--- src/rtl/core/plb_pkg.sv ---
// shared types, constants and palette function for the palette line blend scaler
package plb_pkg;

   // field widths
   localparam int INDEX_W  = 2;
   localparam int LINE_W   = 8;
   localparam int COLUMN_W = 8;
   localparam int PIXEL_W  = 16;
   localparam int PORT_W   = 8;
   localparam int WEIGHT_W = 4;
   localparam int CHAN_W   = 6;
   localparam int FACTOR_W = WEIGHT_W + 1;
   localparam int PROD_W   = CHAN_W + FACTOR_W;
   localparam int NUM_CHAN = 3;

   // channel positions in the product arrays
   localparam int CH_RED   = 0;
   localparam int CH_GREEN = 1;
   localparam int CH_BLUE  = 2;

   // rgb565 channel masks
   localparam logic [PIXEL_W-1:0] RGB_RED   = 16'hF800;
   localparam logic [PIXEL_W-1:0] RGB_GREEN = 16'h07E0;
   localparam logic [PIXEL_W-1:0] RGB_BLUE  = 16'h001F;

   // weight of a source line that is dropped
   localparam logic [WEIGHT_W-1:0] WEIGHT_DROP = 4'hF;
   // full weight, sixteen sixteenths
   localparam logic [FACTOR_W-1:0] WEIGHT_FULL = 5'd16;

   // palette port bit positions
   localparam int PB_BLUE_ALL  = 6;
   localparam int PB_GREEN_ALL = 5;
   localparam int PB_RED_ALL   = 4;
   localparam int PB_IDX0_RED  = 3;
   localparam int PB_IDX0_BLUE = 2;
   localparam int PB_IDX3_GRN  = 1;
   localparam int PB_IDX1_RED  = 0;

   // colour indices
   localparam logic [INDEX_W-1:0] IDX_0 = 2'd0;
   localparam logic [INDEX_W-1:0] IDX_1 = 2'd1;
   localparam logic [INDEX_W-1:0] IDX_2 = 2'd2;
   localparam logic [INDEX_W-1:0] IDX_3 = 2'd3;

   typedef logic [PROD_W-1:0] prod_type;

   // stage one payload: both palette colours and the line weight
   typedef struct packed {
      logic [PIXEL_W-1:0]  colour_a;
      logic [PIXEL_W-1:0]  colour_b;
      logic [WEIGHT_W-1:0] weight;
      logic [LINE_W-1:0]   row;
      logic [COLUMN_W-1:0] column;
   } s1_type;

   // stage two payload: weighted channel products
   typedef struct packed {
      prod_type [NUM_CHAN-1:0] prod_a;
      prod_type [NUM_CHAN-1:0] prod_b;
      logic [LINE_W-1:0]       row;
      logic [COLUMN_W-1:0]     column;
   } s2_type;

   // four-colour palette derived from the palette select byte
   function automatic logic [PIXEL_W-1:0] palette_colour(
      input logic [PORT_W-1:0]  port,
      input logic [INDEX_W-1:0] idx
   );
      logic [PIXEL_W-1:0] c;
      c = '0;
      if (port[PB_BLUE_ALL])  c = c ^ RGB_BLUE;
      if (port[PB_GREEN_ALL]) c = c ^ RGB_GREEN;
      if (port[PB_RED_ALL])   c = c ^ RGB_RED;
      case (idx)
         IDX_0: begin
            if (!port[PB_IDX0_RED])  c = c ^ RGB_RED;
            if (!port[PB_IDX0_BLUE]) c = c ^ RGB_BLUE;
         end
         IDX_1: begin
            c = c ^ RGB_BLUE;
            if (!port[PB_IDX1_RED]) c = c ^ RGB_RED;
         end
         IDX_2: begin
            c = c ^ RGB_GREEN;
         end
         default: begin
            c = c ^ RGB_RED;
            if (!port[PB_IDX3_GRN]) c = c ^ RGB_GREEN;
         end
      endcase
      return c;
   endfunction

endpackage

--- src/rtl/core/plb_ifs.sv ---
// channel interfaces of the palette line blend scaler

// pixel pair request channel
interface plb_req_if;
   logic                             valid;
   logic                             ready;
   logic [plb_pkg::INDEX_W-1:0]      upper_index;
   logic [plb_pkg::INDEX_W-1:0]      lower_index;
   logic [plb_pkg::LINE_W-1:0]       source_line;
   logic [plb_pkg::COLUMN_W-1:0]     column;

   modport source (output valid, upper_index, lower_index, source_line, column,
                   input ready);
   modport sink   (input valid, upper_index, lower_index, source_line, column,
                   output ready);
endinterface

// blended pixel response channel
interface plb_rsp_if;
   logic                             valid;
   logic                             ready;
   logic [plb_pkg::LINE_W-1:0]       out_row;
   logic [plb_pkg::COLUMN_W-1:0]     out_column;
   logic [plb_pkg::PIXEL_W-1:0]      pixel_rgb565;

   modport source (output valid, out_row, out_column, pixel_rgb565, input ready);
   modport sink   (input valid, out_row, out_column, pixel_rgb565, output ready);
endinterface

// palette register write channel
interface plb_csr_if;
   logic                             valid;
   logic                             ready;
   logic [plb_pkg::PORT_W-1:0]       data;

   modport source (output valid, data, input ready);
   modport sink   (input valid, data, output ready);
endinterface

--- src/rtl/core/palette_line_blend_scaler_top.sv ---
// palette line blend scaler: three-stage pixel pipeline from palette indices to rgb565
//
// Each request transaction carries the 2-bit colour indices of one pixel on source
// lines y and y+1; both are looked up in a four-colour palette set by the palette
// byte written on the csr channel, blended vertically with weight y&15 and sent
// out as rgb565 at row y-(y>>4) and the same column. Source lines with weight 15
// give no response. The pipeline takes one request per clock. Stage one does the palette
// lookup and row calculation, stage two the weighted channel products, stage three the
// sums and repacking into the response register. Back-pressure on the response channel
// stalls the stages in turn; a stage with a gap still moves up, so requests are
// refused only once all three stages hold a transaction and the response waits.
// Palette writes are taken every cycle and apply to requests accepted after them.
module palette_line_blend_scaler_top (
   input  logic         clock,
   input  logic         reset,
   plb_req_if.sink      req_if,
   plb_rsp_if.source    rsp_if,
   plb_csr_if.sink      csr_if
);

   logic [plb_pkg::PORT_W-1:0]   palette_ff;

   logic                         s1_valid_ff, s1_valid_in, s1_ready;
   plb_pkg::s1_type              s1_ff, s1_in;
   logic                         s2_valid_ff, s2_ready;
   plb_pkg::s2_type              s2_ff, s2_in;
   logic                         s3_valid_ff, s3_ready;
   logic [plb_pkg::LINE_W-1:0]   s3_row_ff;
   logic [plb_pkg::COLUMN_W-1:0] s3_column_ff;
   logic [plb_pkg::PIXEL_W-1:0]  s3_pixel_ff, s3_pixel_in;

   logic [plb_pkg::NUM_CHAN-1:0][plb_pkg::CHAN_W-1:0] chan_a, chan_b;
   logic [plb_pkg::FACTOR_W-1:0] factor_a, factor_b;
   logic [plb_pkg::NUM_CHAN-1:0][plb_pkg::CHAN_W-1:0] mix;
   logic [plb_pkg::PROD_W-1:0]   mix_sum;

   // palette register
   assign csr_if.ready = 1'b1;
   always_ff @(posedge clock) begin
      if (reset) begin
         palette_ff <= '0;
      end else if (csr_if.valid && csr_if.ready) begin
         palette_ff <= csr_if.data;
      end
   end

   // stall chain, each stage moves when its successor has room
   assign s3_ready     = !s3_valid_ff || rsp_if.ready;
   assign s2_ready     = !s2_valid_ff || s3_ready;
   assign s1_ready     = !s1_valid_ff || s2_ready;
   assign req_if.ready = s1_ready;

   // stage one: palette lookup, weight and destination row
   always_comb begin
      s1_valid_in     = req_if.valid
                        && (req_if.source_line[plb_pkg::WEIGHT_W-1:0] != plb_pkg::WEIGHT_DROP);
      s1_in.colour_a  = plb_pkg::palette_colour(palette_ff, req_if.upper_index);
      s1_in.colour_b  = plb_pkg::palette_colour(palette_ff, req_if.lower_index);
      s1_in.weight    = req_if.source_line[plb_pkg::WEIGHT_W-1:0];
      s1_in.row       = req_if.source_line
                        - (req_if.source_line >> plb_pkg::WEIGHT_W);
      s1_in.column    = req_if.column;
   end

   always_ff @(posedge clock) begin
      if (reset) begin
         s1_valid_ff <= 1'b0;
      end else if (s1_ready) begin
         s1_valid_ff <= s1_valid_in;
      end
   end

   always_ff @(posedge clock) begin
      if (s1_ready && s1_valid_in) begin
         s1_ff <= s1_in;
      end
   end

   // stage two: widen channels to six bits and weight them
   always_comb begin
      chan_a[plb_pkg::CH_RED]   = {s1_ff.colour_a[15:11], 1'b0};
      chan_a[plb_pkg::CH_GREEN] = s1_ff.colour_a[10:5];
      chan_a[plb_pkg::CH_BLUE]  = {s1_ff.colour_a[4:0], 1'b0};
      chan_b[plb_pkg::CH_RED]   = {s1_ff.colour_b[15:11], 1'b0};
      chan_b[plb_pkg::CH_GREEN] = s1_ff.colour_b[10:5];
      chan_b[plb_pkg::CH_BLUE]  = {s1_ff.colour_b[4:0], 1'b0};
      factor_b = {1'b0, s1_ff.weight};
      factor_a = plb_pkg::WEIGHT_FULL - factor_b;
      for (int i = 0; i < plb_pkg::NUM_CHAN; i++) begin
         s2_in.prod_a[i] = plb_pkg::PROD_W'(chan_a[i] * factor_a);
         s2_in.prod_b[i] = plb_pkg::PROD_W'(chan_b[i] * factor_b);
      end
      s2_in.row    = s1_ff.row;
      s2_in.column = s1_ff.column;
   end

   always_ff @(posedge clock) begin
      if (reset) begin
         s2_valid_ff <= 1'b0;
      end else if (s2_ready) begin
         s2_valid_ff <= s1_valid_ff;
      end
   end

   always_ff @(posedge clock) begin
      if (s2_ready && s1_valid_ff) begin
         s2_ff <= s2_in;
      end
   end

   // stage three: sum, divide by sixteen and repack to rgb565
   always_comb begin
      mix_sum = '0;
      for (int i = 0; i < plb_pkg::NUM_CHAN; i++) begin
         mix_sum = s2_ff.prod_a[i] + s2_ff.prod_b[i];
         mix[i]  = mix_sum[plb_pkg::WEIGHT_W +: plb_pkg::CHAN_W];
      end
      s3_pixel_in = {mix[plb_pkg::CH_RED][5:1],
                     mix[plb_pkg::CH_GREEN],
                     mix[plb_pkg::CH_BLUE][5:1]};
   end

   always_ff @(posedge clock) begin
      if (reset) begin
         s3_valid_ff <= 1'b0;
      end else if (s3_ready) begin
         s3_valid_ff <= s2_valid_ff;
      end
   end

   always_ff @(posedge clock) begin
      if (s3_ready && s2_valid_ff) begin
         s3_pixel_ff  <= s3_pixel_in;
         s3_row_ff    <= s2_ff.row;
         s3_column_ff <= s2_ff.column;
      end
   end

   // response channel
   assign rsp_if.valid        = s3_valid_ff;
   assign rsp_if.out_row      = s3_row_ff;
   assign rsp_if.out_column   = s3_column_ff;
   assign rsp_if.pixel_rgb565 = s3_pixel_ff;

   // a dropped source line never enters the pipeline
   a_drop_line: assert property (@(posedge clock) disable iff (reset)
      (req_if.valid && req_if.ready
       && req_if.source_line[plb_pkg::WEIGHT_W-1:0] == plb_pkg::WEIGHT_DROP)
      |=> !s1_valid_ff)
      else $error("dropped source line entered stage one");

   // a kept source line always enters the pipeline
   a_keep_line: assert property (@(posedge clock) disable iff (reset)
      (req_if.valid && req_if.ready
       && req_if.source_line[plb_pkg::WEIGHT_W-1:0] != plb_pkg::WEIGHT_DROP)
      |=> s1_valid_ff)
      else $error("kept source line lost at stage one");

   // a stalled middle stage keeps its transaction
   a_s2_hold: assert property (@(posedge clock) disable iff (reset)
      (s2_valid_ff && !s3_ready) |=> (s2_valid_ff && $stable(s2_ff)))
      else $error("stage two transaction changed while stalled");

   // destination row stays inside the fifteen-of-sixteen range
   a_row_range: assert property (@(posedge clock) disable iff (reset)
      s3_valid_ff |-> (s3_row_ff <= 8'd239))
      else $error("destination row out of range");

endmodule

--- src/flat_wrapper.sv ---
// flat-port wrapper written by rule: the top's interface ports become plain ports
module palette_line_blend_scaler_top_flat 
  (clock, reset, req_if_valid, req_if_upper_index, req_if_lower_index, req_if_source_line, req_if_column, req_if_ready, rsp_if_valid, rsp_if_out_row, rsp_if_out_column, rsp_if_pixel_rgb565, rsp_if_ready, csr_if_valid, csr_if_data, csr_if_ready);
  plb_req_if req_if_i ();
  plb_rsp_if rsp_if_i ();
  plb_csr_if csr_if_i ();
  input  logic clock;
  input  logic reset;
  input wire logic [$bits(req_if_i.valid)-1:0] req_if_valid;
  input wire logic [$bits(req_if_i.upper_index)-1:0] req_if_upper_index;
  input wire logic [$bits(req_if_i.lower_index)-1:0] req_if_lower_index;
  input wire logic [$bits(req_if_i.source_line)-1:0] req_if_source_line;
  input wire logic [$bits(req_if_i.column)-1:0] req_if_column;
  output wire logic [$bits(req_if_i.ready)-1:0] req_if_ready;
  output wire logic [$bits(rsp_if_i.valid)-1:0] rsp_if_valid;
  output wire logic [$bits(rsp_if_i.out_row)-1:0] rsp_if_out_row;
  output wire logic [$bits(rsp_if_i.out_column)-1:0] rsp_if_out_column;
  output wire logic [$bits(rsp_if_i.pixel_rgb565)-1:0] rsp_if_pixel_rgb565;
  input wire logic [$bits(rsp_if_i.ready)-1:0] rsp_if_ready;
  input wire logic [$bits(csr_if_i.valid)-1:0] csr_if_valid;
  input wire logic [$bits(csr_if_i.data)-1:0] csr_if_data;
  output wire logic [$bits(csr_if_i.ready)-1:0] csr_if_ready;
  assign req_if_i.valid = req_if_valid;
  assign req_if_i.upper_index = req_if_upper_index;
  assign req_if_i.lower_index = req_if_lower_index;
  assign req_if_i.source_line = req_if_source_line;
  assign req_if_i.column = req_if_column;
  assign req_if_ready = req_if_i.ready;
  assign rsp_if_valid = rsp_if_i.valid;
  assign rsp_if_out_row = rsp_if_i.out_row;
  assign rsp_if_out_column = rsp_if_i.out_column;
  assign rsp_if_pixel_rgb565 = rsp_if_i.pixel_rgb565;
  assign rsp_if_i.ready = rsp_if_ready;
  assign csr_if_i.valid = csr_if_valid;
  assign csr_if_i.data = csr_if_data;
  assign csr_if_ready = csr_if_i.ready;
  palette_line_blend_scaler_top u_core (.clock(clock), .reset(reset), .req_if(req_if_i), .rsp_if(rsp_if_i), .csr_if(csr_if_i));
endmodule
--- config.mk ---
export PLATFORM = sky130hd
export DESIGN_NAME = palette_line_blend_scaler_top_flat
export DESIGN_NICKNAME = d
export VERILOG_FILES = /design/src/rtl/core/plb_pkg.sv /design/src/rtl/core/plb_ifs.sv /design/src/rtl/core/palette_line_blend_scaler_top.sv /design/src/flat_wrapper.sv
export SDC_FILE = /design/constraint.sdc
export NUM_CORES = 1
export LEC_CHECK = 0
export ABC_AREA = 1
export BUFFER_PORTS_ARGS = -buffer_cell sky130_fd_sc_hd__buf_2
export CAP_MARGIN = 40
export CELL_PAD_IN_SITES_DETAIL_PLACEMENT = 0
export CELL_PAD_IN_SITES_GLOBAL_PLACEMENT = 2
export CORE_UTILIZATION = 25
export CTS_BUF_LIST = sky130_fd_sc_hd__clkbuf_8
export DETAILED_ROUTE_END_ITERATION = 12
export PLACE_DENSITY = 0.56
export RECOVER_POWER = 50
export SYNTH_ARGS = -nofsm -noshare
export SYNTH_HDL_FRONTEND = slang
export SYNTH_SLANG_ARGS = --single-unit
--- constraint.sdc ---
create_clock -name clock -period 3.9 [get_ports clock]
set_input_delay 0.39 -clock clock [delete_from_list [all_inputs] [get_ports clock]]
set_output_delay 0.39 -clock clock [all_outputs]
set_load 0.01 [all_outputs]
==> reports/results.txt <==
Reg2reg setup slack: 0.16 ns
Die span in x: 190 um
Initial Util: 25.5%
Layout area overhead: 22.0%
Min Tclk post-route: 3.74 ns
Pwr Total: 4850 uW
Min-delay worst type: in2reg
Syn Std Cell Area: 8840 um2
DR WL/cell: 12.8 um
CP startpoint kind: register
Worst R2R Start: u_core.factor_b[0]$_DFFE_PP_
Row cnt: 68
Largest net degree at the start of global routing: 38
Most frequent cells in the layout: inv_1, edfxtp_1, nand2_1
Final setup fails: 0
Die H: 190 um
Worst hold stages: 1
CTS Buffer Depth: 2
Hold_sp: req_if_column[5]
Via/cell ratio: 4.00
DRT iter0 DRCs: 205
IO Count: 68
VDD IR max: 0.206 mV
Antenna diodes: 0
CTS Buf Count: 17
RSZ-0062 raised after global routing: true
Max Fclk: 268 MHz
GRT overflow: 0
Hpwl dp: 13,800 um
Gpl congestion: 0.747
Max FO, Critical Path: 4
Post-synth EDFFs: 130
Sequential area share after synthesis: 46.4%
IO buf count: 65
Syn_area_per_cell: 10.9 um2
Syn Inst Count: 808
Top FF cell, synth: edfxtp_1
Most common cell after layout, fill and taps aside: inv_1
Area of the multi-input gates: 4470 um2
First-pass GRT wire length: 29,100 um
Share of cells above drive strength 1: 17.5%
Worst Hold End: u_core.s1_ff[5]$_DFFE_PP_
Synth unique cells: 33
Ys Warns: 0
Setup CP Type: reg2reg
Setup crit end kind: register
Clock slew at reported path FFs: 0.09 ns
Pre-antenna DRT Iters: 4
Final #Nets: 1,124
Critical Path AT: 3.97 ns
Clock Sinks: 140
Worst-Margin Slew: 1.75 ns
Gr usage total: 10.6%
Worst skew pair latency: 0.48 ns
Fin. Hold Viols: 0
Initial antenna violation count: 0
Worst Skew: 0.0156 ns
Synth Register Bits: 140
Hold-fix buffers, CTS: 0
Antenna Nets Post-Route: 0
Via count: 5,625
Mapped Nets: 993
Leak pwr: 0.00485 uW
Total Die Area: 36,100 um2
R2r endpoint: u_core.s2_ff[68]$_DFFE_PP_
Fin. max-slew vios: 32
FF/Latch Area: 4100 um2
Slew HR: -16.4%
Asr flop ratio synth: 0%
Final WL: 18,000 um
Fin crit share: 95.8%
Core ar.: 34,600 um2
Worst hold margin: 0.0844 ns
DRC viols: 0
Req. time, crit path: 4.13 ns
FILL cells: 3,592
Pwr dens: 450 nW/um2
CTS root buf: clkbuf_8
Status: complete, but fails checks
Worst reg-to-reg path cell count: 18
CTS H-tree lvls: 4
Max Cap Violations: 1
CTS tree: built
Failing checks: max-capacitance violations, max-slew violations
Vias in the first global route: 5,781
logic make-up (layout without fill, tap and decap cells):
group                      count (synthesis)  in the layout  share of synthesized area (%)
AOI/OAI and AO/OA                         92             92                           5.88
buffers and inverters                    151            295                           6.46
other                                      1              1                         0.0424
and+or+nand+nor                          209            209                           9.94
adders and majority gates                152            152                           25.0
DFF                                      140            140                           46.4
xor gates and xnor gates                  63             63                           6.24
metrics by stage:
step           std cells  cell area [um2]  setup WS (ns)  setup TNS (ns)  utilization, %
2_1_floorplan        808             8840         0.0186               0               -
3_3_place_gp        1368            10100        -0.0613          -0.156            29.1
3_5_place_dp        1369            10100        -0.0810          -0.202            29.1
4_1_cts             1402            10600        -0.0161         -0.0161            30.6
5_1_grt             1407            10800        -0.0832          -0.313            31.1
6_report            1407            10800          0.162               0            31.1
flip-flops by register name, indices dropped and copies added (netlist names), 3 cells and up:
| register | cells |
|---|---|
| u_core.rsp_if.pixel_rgb565 | 16 |
| u_core.rsp_if.out_row | 8 |
| u_core.chan_b | 3 |
| u_core.chan_a | 3 |
| u_core.palette_ff | 7 |
| u_core.rsp_if.out_column | 8 |
| u_core.s2_ff | 72 |
| u_core.factor_b | 4 |
| u_core.s1_ff | 16 |
synth_stat cells, types with 4 or more instances:
cell	n	share of area, %
edfxtp_1	130	44
nand2_2	4	0.28
nand2_1	129	5.5
nand4_1	4	0.28
xnor2_1	19	1.9
nand3_1	28	1.6
inv_1	145	6.2
dfxtp_1	10	2.3
ha_1	111	16
nor2_1	34	1.4
fa_1	41	9.3
xor2_1	44	4.4
a21oi_1	49	2.8
o21ai_0	25	1.4
nor3_1	5	0.28
power breakdown:
group	internal [uW]	total (uW)	switching (uW)
clock network	595	1270	678
registers	1880	1940	52.9
logic	726	1640	918
worst max-delay path: stages (launching register included):
cell      delay (ns)
edfxtp_1        0.42
inv_2           0.11
nand3_2         0.11
xor2_4          0.21
buf_6           0.14
nand2_4         0.05
ha_4            0.29
xor2_2          0.16
inv_2           0.07
buf_6           0.12
fa_1            0.53
xor2_1          0.17
ha_2            0.31
ha_4            0.23
a21oi_2         0.14
nand2_2         0.08
a21oi_2         0.15
o21ai_2         0.06
xor2_1          0.14
area by class of cell:
type / count / share of cell area, %
Multi-Input combinational cell: 517 / 41.5
Sequential cell: 140 / 38.1
Timing Repair Buffer: 115 / 6.16
Tap cell: 455 / 5.28
Inverter: 148 / 5.18
Clock buffer: 17 / 2.17
Clock inverter: 15 / 1.67
how the worst max path moves through the flow:
stage                                             from                          to  slack (ns)  cells after the start
after floorplan           u_core.factor_b[0]$_DFFE_PP_  u_core.s2_ff[57]$_DFFE_PP_        0.02                     18
after global placement    u_core.factor_b[2]$_DFFE_PP_  u_core.s2_ff[79]$_DFFE_PP_       -0.06                     16
after detailed placement  u_core.factor_b[2]$_DFFE_PP_  u_core.s2_ff[79]$_DFFE_PP_       -0.08                     16
after CTS                 u_core.factor_b[0]$_DFFE_PP_  u_core.s2_ff[68]$_DFFE_PP_       -0.02                     18
after global routing      u_core.factor_b[0]$_DFFE_PP_  u_core.s2_ff[58]$_DFFE_PP_       -0.08                     19
final                     u_core.factor_b[0]$_DFFE_PP_  u_core.s2_ff[68]$_DFFE_PP_        0.16                     18
per-layer routing:
| metal | GRT usage (%) | routed length (um) | up-vias | share of wire (%) |
|---|---|---|---|---|
| met1 | 13.9 | 9000 | 2601 | 50 |
| met4 | 4.47 | 286 | 0 | 1.6 |
| met3 | 2.34 | 564 | 15 | 3.1 |
| li1 | - | - | 2927 | - |
| met2 | 16.7 | 8110 | 82 | 45 |
| met5 | 0 | 0 | - | 0 |
timing repair:
action,4_1_cts,5_1_grt
setup buffers,1,4
gates resized for setup,13,55
endpoints found under the setup margin,6,12
pin swaps,6,45
No activity file was read; power rests on OpenSTA's default activity.
